--- src/rtl/core/assert_macros.svh ---
`ifndef ASSERT_MACROS_SVH
`define ASSERT_MACROS_SVH

// Concurrent check sampled on clk, muted while arst_n is low
`define ASSERT_CLK(label, prop, msg) \
	label: assert property (@(posedge clk) disable iff (!arst_n) (prop)) else $error(msg);

// Implication check: when cond holds, prop holds in the same cycle
`define ASSERT_IMPL(label, cond, prop, msg) \
	label: assert property (@(posedge clk) disable iff (!arst_n) (cond) |-> (prop)) \
		else $error(msg);

// Next-cycle check: when cond holds, prop holds in the next cycle
`define ASSERT_NEXT(label, cond, prop, msg) \
	label: assert property (@(posedge clk) disable iff (!arst_n) (cond) |=> (prop)) \
		else $error(msg);

`endif

--- src/rtl/core/ihbr_pkg.sv ---
`default_nettype none

package ihbr_pkg;

	// Fixed field widths
	localparam int unsigned DUTY_W   = 10;
	localparam int unsigned SP_W     = 9;
	localparam int unsigned OFS_W    = 10;
	localparam int unsigned STEP_W   = 8;
	localparam int unsigned OT_W     = 10;
	localparam int unsigned MARGIN_W = 8;
	localparam int unsigned INTER_W  = 16;
	localparam int unsigned CFG_IDX_W  = 3;
	localparam int unsigned CFG_DATA_W = 10;

	// Register indexes of the configuration port
	typedef enum logic [CFG_IDX_W-1:0] {
		REG_SENSOR_OFFSET  = 3'd0,
		REG_SETPOINT_STEP  = 3'd1,
		REG_SETPOINT_LIMIT = 3'd2,
		REG_OVERTEMP_LIMIT = 3'd3,
		REG_READY_MARGIN   = 3'd4
	} reg_idx_t;

	// Register reset values
	localparam logic [OFS_W-1:0]    RST_SENSOR_OFFSET  = 10'd50;
	localparam logic [STEP_W-1:0]   RST_SETPOINT_STEP  = 8'd50;
	localparam logic [SP_W-1:0]     RST_SETPOINT_LIMIT = 9'd490;
	localparam logic [OT_W-1:0]     RST_OVERTEMP_LIMIT = 10'd490;
	localparam logic [MARGIN_W-1:0] RST_READY_MARGIN   = 8'd20;

	// Duty levels
	localparam logic [DUTY_W-1:0] DUTY_OFF  = 10'd0;
	localparam logic [DUTY_W-1:0] DUTY_LOW  = 10'd400;
	localparam logic [DUTY_W-1:0] DUTY_MID  = 10'd500;
	localparam logic [DUTY_W-1:0] DUTY_HIGH = 10'd600;
	localparam logic [DUTY_W-1:0] DUTY_FULL = 10'd800;

	typedef struct packed {
		logic [OFS_W-1:0]    sensor_offset;
		logic [STEP_W-1:0]   setpoint_step;
		logic [SP_W-1:0]     setpoint_limit;
		logic [OT_W-1:0]     overtemp_limit;
		logic [MARGIN_W-1:0] ready_margin;
	} cfg_t;

	// Control state carried from one transaction to the next
	typedef struct packed {
		logic            last_a;
		logic [SP_W-1:0] setpoint;
		logic            armed;
		logic            lamp;
	} ctl_state_t;

	// Banded duty for a positive error (setpoint above temperature)
	function automatic logic [DUTY_W-1:0] band_duty(input logic [SP_W-1:0] err);
		logic [DUTY_W-1:0] d;
		d = DUTY_OFF;
		if (err inside {[9'd201:9'd479]})
			d = DUTY_FULL;
		else if (err inside {[9'd51:9'd200]})
			d = DUTY_HIGH;
		else if (err inside {[9'd11:9'd49]})
			d = DUTY_MID;
		else if (err inside {[9'd2:9'd4]})
			d = DUTY_LOW;
		return d;
	endfunction

endpackage

`default_nettype wire

--- src/rtl/core/iron_heater_band_regulator_core.sv ---
`default_nettype none

// Heater band regulator. Each input transaction (sample, pin_a, pin_b) yields exactly one
// output transaction (duty, ready_lamp, target, measured). The duty comes from the
// temperature and setpoint left by the previous transaction; the sample is then
// offset-corrected into the new temperature, a falling edge of pin_a steps the setpoint,
// and the ready lamp and the overtemperature cutoff are applied. An accepted transaction
// waits in the input register until the result register is free or draining, then
// enters the result register and raises out_valid (input register, then result register);
// one transaction is accepted every cycle while out_stall is low, since the whole update
// is one pass of compare and add logic between those two registers. Configuration writes
// must be issued only while no transaction is in flight.
module iron_heater_band_regulator_core #(
	parameter int unsigned SAMPLE_BITS = 10
) (
	input  wire logic                             clk,
	input  wire logic                             arst_n,
	// input channel
	input  wire logic                             in_valid,
	output logic                                  in_stall,
	input  wire logic [SAMPLE_BITS-1:0]           sample,
	input  wire logic                             pin_a,
	input  wire logic                             pin_b,
	// output channel
	output logic                                  out_valid,
	input  wire logic                             out_stall,
	output logic [ihbr_pkg::DUTY_W-1:0]           duty,
	output logic                                  ready_lamp,
	output logic [ihbr_pkg::SP_W-1:0]             target,
	output logic [SAMPLE_BITS-1:0]                measured,
	// configuration
	input  wire logic                             cfg_we,
	input  wire logic [ihbr_pkg::CFG_IDX_W-1:0]   cfg_index,
	input  wire logic [ihbr_pkg::CFG_DATA_W-1:0]  cfg_data
);

	`include "assert_macros.svh"

	ihbr_pkg::cfg_t                  cfg_q;
	ihbr_pkg::ctl_state_t            st_q;
	ihbr_pkg::ctl_state_t            st_next;
	logic [SAMPLE_BITS-1:0]          temp_q;
	logic [SAMPLE_BITS-1:0]          temp_next;
	logic [ihbr_pkg::DUTY_W-1:0]     duty_next;

	logic                            valid_s1;
	logic [SAMPLE_BITS-1:0]          sample_s1;
	logic                            pin_a_s1;
	logic                            pin_b_s1;

	logic                            valid_s2;
	logic [ihbr_pkg::DUTY_W-1:0]     duty_s2;
	logic                            lamp_s2;
	logic [ihbr_pkg::SP_W-1:0]       target_s2;
	logic [SAMPLE_BITS-1:0]          measured_s2;

	logic                            advance;
	logic                            in_take;

	// Handshake: stage 1 moves on whenever the result register is free or draining
	assign advance  = valid_s1 && (!valid_s2 || !out_stall);
	assign in_stall = valid_s1 && !advance;
	assign in_take  = in_valid && !in_stall;

	// Configuration registers
	always_ff @(posedge clk or negedge arst_n) begin
		if (!arst_n) begin
			cfg_q.sensor_offset  <= ihbr_pkg::RST_SENSOR_OFFSET;
			cfg_q.setpoint_step  <= ihbr_pkg::RST_SETPOINT_STEP;
			cfg_q.setpoint_limit <= ihbr_pkg::RST_SETPOINT_LIMIT;
			cfg_q.overtemp_limit <= ihbr_pkg::RST_OVERTEMP_LIMIT;
			cfg_q.ready_margin   <= ihbr_pkg::RST_READY_MARGIN;
		end else if (cfg_we) begin
			case (ihbr_pkg::reg_idx_t'(cfg_index))
				ihbr_pkg::REG_SENSOR_OFFSET:
					cfg_q.sensor_offset  <= cfg_data[ihbr_pkg::OFS_W-1:0];
				ihbr_pkg::REG_SETPOINT_STEP:
					cfg_q.setpoint_step  <= cfg_data[ihbr_pkg::STEP_W-1:0];
				ihbr_pkg::REG_SETPOINT_LIMIT:
					cfg_q.setpoint_limit <= cfg_data[ihbr_pkg::SP_W-1:0];
				ihbr_pkg::REG_OVERTEMP_LIMIT:
					cfg_q.overtemp_limit <= cfg_data[ihbr_pkg::OT_W-1:0];
				ihbr_pkg::REG_READY_MARGIN:
					cfg_q.ready_margin   <= cfg_data[ihbr_pkg::MARGIN_W-1:0];
				default: begin
				end
			endcase
		end
	end

	// Input register
	always_ff @(posedge clk or negedge arst_n) begin
		if (!arst_n) begin
			valid_s1 <= 1'b0;
		end else if (in_take) begin
			valid_s1 <= 1'b1;
		end else if (advance) begin
			valid_s1 <= 1'b0;
		end
	end

	always_ff @(posedge clk) begin
		if (in_take) begin
			sample_s1 <= sample;
			pin_a_s1  <= pin_a;
			pin_b_s1  <= pin_b;
		end
	end

	// Update logic
	ihbr_step #(
		.SAMPLE_BITS(SAMPLE_BITS)
	) u_step (
		.sample    (sample_s1),
		.pin_a     (pin_a_s1),
		.pin_b     (pin_b_s1),
		.cfg       (cfg_q),
		.st        (st_q),
		.temp      (temp_q),
		.st_next   (st_next),
		.temp_next (temp_next),
		.duty      (duty_next)
	);

	// Regulator state, committed as the transaction enters the result register
	always_ff @(posedge clk or negedge arst_n) begin
		if (!arst_n) begin
			st_q.last_a   <= 1'b0;
			st_q.setpoint <= '0;
			st_q.armed    <= 1'b1;
			st_q.lamp     <= 1'b0;
			temp_q        <= '0;
		end else if (advance) begin
			st_q   <= st_next;
			temp_q <= temp_next;
		end
	end

	// Result register
	always_ff @(posedge clk or negedge arst_n) begin
		if (!arst_n) begin
			valid_s2 <= 1'b0;
		end else if (advance) begin
			valid_s2 <= 1'b1;
		end else if (!out_stall) begin
			valid_s2 <= 1'b0;
		end
	end

	always_ff @(posedge clk) begin
		if (advance) begin
			duty_s2     <= duty_next;
			lamp_s2     <= st_next.lamp;
			target_s2   <= st_next.setpoint;
			measured_s2 <= temp_next;
		end
	end

	assign out_valid  = valid_s2;
	assign duty       = duty_s2;
	assign ready_lamp = lamp_s2;
	assign target     = target_s2;
	assign measured   = measured_s2;

	// Checks
	`ASSERT_CLK(a_lamp_armed_excl, st_q.lamp ^ st_q.armed,
		"lamp and armed must be exclusive")
	`ASSERT_IMPL(a_target_tracks_state, valid_s2,
		(target_s2 == st_q.setpoint) && (measured_s2 == temp_q),
		"result does not match committed state")
	`ASSERT_IMPL(a_duty_overtemp, valid_s2 && (duty_s2 != ihbr_pkg::DUTY_OFF),
		32'(measured_s2) <= 32'(cfg_q.overtemp_limit),
		"nonzero duty above overtemperature limit")
	`ASSERT_NEXT(a_advance_fills, advance, valid_s2,
		"advanced transaction missing from result register")

endmodule

`default_nettype wire

--- src/rtl/core/ihbr_step.sv ---
`default_nettype none

// One regulator update: duty from the old state, new temperature, encoder step, lamp
module ihbr_step #(
	parameter int unsigned SAMPLE_BITS = 10
) (
	input  wire logic [SAMPLE_BITS-1:0]     sample,
	input  wire logic                       pin_a,
	input  wire logic                       pin_b,
	input  wire ihbr_pkg::cfg_t             cfg,
	input  wire ihbr_pkg::ctl_state_t       st,
	input  wire logic [SAMPLE_BITS-1:0]     temp,
	output ihbr_pkg::ctl_state_t            st_next,
	output logic [SAMPLE_BITS-1:0]          temp_next,
	output logic [ihbr_pkg::DUTY_W-1:0]     duty
);

	// Common width for compares: covers the 16-bit intermediate setpoint plus sign
	localparam int unsigned EXT_W = ((SAMPLE_BITS > ihbr_pkg::INTER_W) ?
		SAMPLE_BITS : ihbr_pkg::INTER_W) + 2;

	logic [EXT_W-1:0]                 temp_x;
	logic [EXT_W-1:0]                 smp_x;
	logic [EXT_W-1:0]                 ofs_x;
	logic [EXT_W-1:0]                 corr_x;
	logic [EXT_W-1:0]                 tnew_x;
	logic [EXT_W-1:0]                 sp_x;
	logic [EXT_W-1:0]                 inter_x;
	logic [EXT_W-1:0]                 diff_x;
	logic [EXT_W-1:0]                 margin_x;
	logic [EXT_W-1:0]                 ot_x;
	logic [EXT_W-1:0]                 lim_x;
	logic [ihbr_pkg::INTER_W-1:0]     inter;
	logic [ihbr_pkg::SP_W-1:0]        err;
	logic [ihbr_pkg::DUTY_W-1:0]      band;

	// Zero-extended operands
	assign temp_x   = EXT_W'(temp);
	assign smp_x    = EXT_W'(sample);
	assign ofs_x    = EXT_W'(cfg.sensor_offset);
	assign sp_x     = EXT_W'(st.setpoint);
	assign margin_x = EXT_W'(cfg.ready_margin);
	assign ot_x     = EXT_W'(cfg.overtemp_limit);
	assign lim_x    = EXT_W'(cfg.setpoint_limit);

	// Banded duty from stored state; err only used when temp < setpoint (< 512)
	assign err  = st.setpoint - temp_x[ihbr_pkg::SP_W-1:0];
	assign band = (temp_x < sp_x) ? ihbr_pkg::band_duty(err) : ihbr_pkg::DUTY_OFF;

	// Offset correction of the new sample
	assign corr_x    = smp_x - ofs_x;
	assign tnew_x    = (smp_x > ofs_x) ? EXT_W'(corr_x[SAMPLE_BITS-1:0]) : smp_x;
	assign temp_next = tnew_x[SAMPLE_BITS-1:0];

	// Encoder: falling edge of A steps the setpoint, B selects direction (16-bit wrap)
	always_comb begin
		inter = ihbr_pkg::INTER_W'(st.setpoint);
		if (st.last_a && !pin_a) begin
			if (pin_b)
				inter = ihbr_pkg::INTER_W'(st.setpoint) -
					ihbr_pkg::INTER_W'(cfg.setpoint_step);
			else
				inter = ihbr_pkg::INTER_W'(st.setpoint) +
					ihbr_pkg::INTER_W'(cfg.setpoint_step);
		end
	end

	assign inter_x = EXT_W'(inter);
	assign diff_x  = inter_x - tnew_x;

	// Lamp, armed and setpoint update
	always_comb begin
		st_next        = st;
		st_next.last_a = pin_a;
		if ((tnew_x == inter_x) && st.armed) begin
			st_next.lamp  = 1'b1;
			st_next.armed = 1'b0;
		end else if ($signed(diff_x) > $signed(margin_x)) begin
			st_next.lamp  = 1'b0;
			st_next.armed = 1'b1;
		end
		st_next.setpoint = (inter_x > lim_x) ? '0 : inter[ihbr_pkg::SP_W-1:0];
	end

	// Overtemperature cutoff on the new temperature
	assign duty = (tnew_x > ot_x) ? ihbr_pkg::DUTY_OFF : band;

endmodule

`default_nettype wire

--- config.mk ---
export PLATFORM = sky130hd
export DESIGN_NAME = iron_heater_band_regulator_core
export DESIGN_NICKNAME = d
export VERILOG_FILES = /design/src/rtl/core/ihbr_pkg.sv /design/src/rtl/core/iron_heater_band_regulator_core.sv /design/src/rtl/core/ihbr_step.sv
export VERILOG_INCLUDE_DIRS = /design/src /design/src/rtl/core
export SDC_FILE = /design/constraint.sdc
export NUM_CORES = 1
export LEC_CHECK = 0
export BUFFER_PORTS_ARGS = -buffer_cell sky130_fd_sc_hd__buf_4
export CAP_MARGIN = 15
export CORE_MARGIN = 8
export CORE_UTILIZATION = 30
export DETAILED_ROUTE_END_ITERATION = 6
export MAX_ROUTING_LAYER = met4
export PLACE_DENSITY = 0.51
export SYNTH_ARGS = -nofsm -noshare
export SYNTH_HDL_FRONTEND = slang
export SYNTH_HIERARCHICAL = 1
export SYNTH_SLANG_ARGS = --single-unit
--- constraint.sdc ---
create_clock -name clk -period 13.7 [get_ports clk]
set_input_delay 1.37 -clock clk [delete_from_list [all_inputs] [get_ports clk]]
set_output_delay 1.37 -clock clk [all_outputs]
set_load 0.05 [all_outputs]
==> summary.txt <==
Run status
  • Outcome: finished, final reports clean

Worst setup path
  • Worst path top cell family by delay: compound AO/OA/AOI/OAI gates
  • Crit-path cells: inv_1, ha_1, inv_1, fa_1, a21o_1, a221oi_2, a211o_1, mux2i_1, ha_1, a21o_1, a31o_2, a31oi_1, xnor2_1, ha_1, a21oi_1, o21a_1, o21ai_0, nor4b_1, o211ai_1, o21a_1, mux2_2
  • CP Data Required Time: 13.99 ns
  • Slowest CP cell: mux2i_1
  • CP Depth: 21
  • CP Launch Type: flip-flop
  • Cell mode on critical path: ha_1
  • CP Max Fanout: 14
  • Crit path DAT: between 5 and 6 ns
  • Worst Setup Path Type: reg2reg
  • Critical Path End Type: flip-flop
  • Reg2reg path depth: 21
  • Max stage delay on crit path: approximately 0.64 ns
  • WP buf/inv: 2

Detailed routing
  • Via Count: 5160
  • Avg WL per Cell: ~17 µm
  • Routed WL: roughly 18000 µm
  • DR iter-0 viols: 240
  • Vias per std cell: roughly 4.8
  • ANT nets after route: 0
  • Pre-antenna DRT Iters: 4
  • Drt drc: 0

Layout
  • Fillers: ~2600
  • FF/Latch Area: between 3000 and 4000 µm²
  • Final core utilization: roughly a third
  • Nets: between 800 and 900
  • N_diodes: 0
  • Multi-input logic area: approximately 4100 µm²
  • Area growth syn-to-layout: 14.32%
  • Share of layout cells above drive strength 1: 24.01%

Min path
  • Hold path cells: 1
  • Hold crit path type: reg2reg

Floorplanning
  • Die span in x: roughly 170 µm
  • Ports: a little over 60
  • Starting density of the core: between 30 and 40%
  • Die H: ~170 µm
  • Die area: between 30000 and 40000 µm²
  • # rows: 58
  • Core area: 24890 µm²

Clock network
  • Post-CTS Resized: 0
  • Worst-skew pair later-pin latency: ~0.36 ns
  • CTS clk-pin slew, worst paths: about 0.070 ns
  • CTS max path bufs: 2
  • Clock Sinks: ~110
  • CTS Hold Buffers Added: 0
  • H-tree lvl count: 3
  • CTS tree: built
  • Num CTS Buffers: 9
  • Clock Tree Root: clkbuf_16
  • Setup repair bufs after CTS: 0

Synthesis
  • Synth warn: 6
  • Seq/Total Area, Yosys: around two fifths
  • Syn Area/Cell: between 10 and 15 µm²
  • Cell variety after synth: 66
  • Post-synth EDFFs: 42
  • Share of synthesized registers carrying an async set or reset: between 60 and 70%
  • Synth Register Bits: between 100 and 150
  • Top_reg_cell synth: dfrtp_1
  • Cells after synthesis: between 600 and 700
  • Netlist Area Pre-Place: around 7500 µm²

Place
  • Placer Congestion: between 0.8 and 0.9
  • Hpwl dp: 14280 µm
  • Port bufs: 61

Power
  • Switch share: ~44%
  • NetSw: around 0.87 mW
  • Pleak: between 3 and 4 nW
  • Int Pwr: roughly 1.1 mW
  • Clock power share: between 10 and 15%
  • Sequential share of power: 26.4%
  • Max VDD drop: about 0.000086 V
  • PwrDens: ~230 nW/µm²
  • Comb pwr share: around three fifths

Timing
  • Final Hold Fails: 0
  • Max frequency: approximately 0.18 GHz
  • Slew Limit Fails: 0
  • Worst-Margin Slew: 0.9445 ns
  • Final period utilization: between 40% and 50%
  • Rel. slew slack: 37.03%
  • Minimum clock period: around 5.7 ns
  • RSZ-0062 raised after global routing: no
  • Skew final: approximately 0.010 ns
  • Setup-failing EPs final: 0
  • Setup TNS: 0 ns

Global route
  • Global route overflow: 0
  • Largest net degree at the start of global routing: 70
  • Initial antenna violation count: 0
  • Number of global-route vias before repair: roughly 5200
  • Gr usage total: 12.32%
  • Global-route wire length before repair: approximately 29000 µm

Run
  • Max_cap viols: 0
==> state kept, by name, indices dropped and copies added, names as in the netlist <==
| name | cells |
|---|---|
| pin_b_s1 | 1 |
| sample_s1 | 10 |
| valid_s1 | 1 |
| pin_a_s1 | 1 |
| target | 9 |
| measured | 10 |
| st_q | 12 |
| ready_lamp | 1 |
| cfg_q | 45 |
| duty | 10 |
| temp_q | 10 |
| out_valid | 1 |
==> cell families after synthesis <==
kind of cell	share of synthesized area, %
AOI/OAI and AO/OA	13.32
and+or+nand+nor	9.029
DFF	40.06
buffers and inverters	6.069
adders and majority gates	14.10
muxes	13.42
xor gates and xnor gates	3.957
other	0.04984
==> power by group through the flow <==
| stage | registers, mW | logic [mW] | clock network [mW] |
|---|---|---|---|
| final | 0.516 | 1.17 | 0.269 |
| after global routing | 0.530 | 1.30 | 0.291 |
| after global placement | 0.523 | 1.16 | 0 |
| after CTS | 0.518 | 1.18 | 0.280 |
| after floorplan | 0.570 | 0.836 | 0 |
| after detailed placement | 0.525 | 1.17 | 0 |
==> layer usage <==
metal	global-route usage, %	up-vias	wire length [µm]
met2	19.05	97	8214
met5	-	-	0
met3	2.539	14	701
met4	2.743	0	186
met1	16.36	2476	8889
li1	-	2573	-
==> worst register-to-register path: stages, from the launching register on <==
cell,delay (ns)
edfxtp_1,0.39
inv_1,0.07
ha_1,0.16
inv_1,0.05
fa_1,0.39
a21o_1,0.22
a221oi_2,0.34
a211o_1,0.60
mux2i_1,0.64
ha_1,0.37
a21o_1,0.16
a31o_2,0.25
a31oi_1,0.20
xnor2_1,0.15
ha_1,0.27
a21oi_1,0.17
o21a_1,0.14
o21ai_0,0.12
nor4b_1,0.33
o211ai_1,0.14
o21a_1,0.21
mux2_2,0.26
==> stage by stage <==
step                hold slack [ns]  std cells  cell area [µm²]  total power [mW]  setup WS [ns]
CTS                          0.4849       1084             8602             1.974          7.961
floorplan                    0.4417        691             7528             1.406          8.642
global route                 0.5071       1084             8602             2.123          7.575
detailed placement           0.4667       1068             8303             1.693          8.010
global placement             0.4690       1068             8303             1.686          8.174
finish                       0.4824       1084             8602             1.953          8.013
==> cell usage after synthesis (9+ instances only) <==
master    number  area [µm²]
inv_1         86       322.8
ha_1          76       950.9
dfrtp_1       48        1201
mux2_2        46       518.0
edfxtp_1      42        1261
a21oi_1       37       185.2
nor2_1        33       123.9
o21ai_0       26       130.1
mux2_4        25       375.4
nand2_1       22       82.58
dfstp_2       21       551.8
xnor2_1       20       175.2
a21o_1        18       135.1
o21a_1        14       105.1
xor2_1        14       122.6
nor2b_1       11       68.82
and3_1         9       56.30
nor3_1         9       45.04
==> path summary, 6_finish.rpt <==
check	from	endpoint	slack, ns
max in group asynchronous	arst_n	cfg_q[35]	11.94
min reg2reg	valid_s1	out_valid	0.48
min in group asynchronous	arst_n	st_q[11]	1.14
max reg2reg	sample_s1[0]	st_q[1]	8.01
max	sample_s1[0]	st_q[1]	8.01
min	valid_s1	out_valid	0.48
==> cells in the final DEF, fill, tap and decap left out, types with 6 or more instances in the layout <==
cell type,netlist,final
inv_1,86,86
ha_1,76,76
buf_4,4,64
dfrtp_1,48,48
mux2_2,46,46
edfxtp_1,42,42
a21oi_1,37,37
nor2_1,33,33
o21ai_0,26,26
mux2_4,25,25
nand2_1,22,22
dfstp_2,21,21
xnor2_1,20,20
a21o_1,18,18
o21a_1,14,14
xor2_1,14,14
nor2b_1,11,11
clkbuf_16,0,9
and3_1,9,9
nor3_1,9,9
mux2i_1,8,8
nand2b_1,7,7
nand4_1,7,7
nand3_1,6,6
o21bai_1,6,6
==> final cells by class <==
cell class              instances  area share (%)
flip-flops and latches        111           35.04
clock buffers                  11           2.822
repair buffers                 64           5.585
inverters                      88           3.840
well taps                     330           4.800
multi-input cells             475           47.26
clock inverters                 5          0.6545
(Power assumes the default switching activity.)
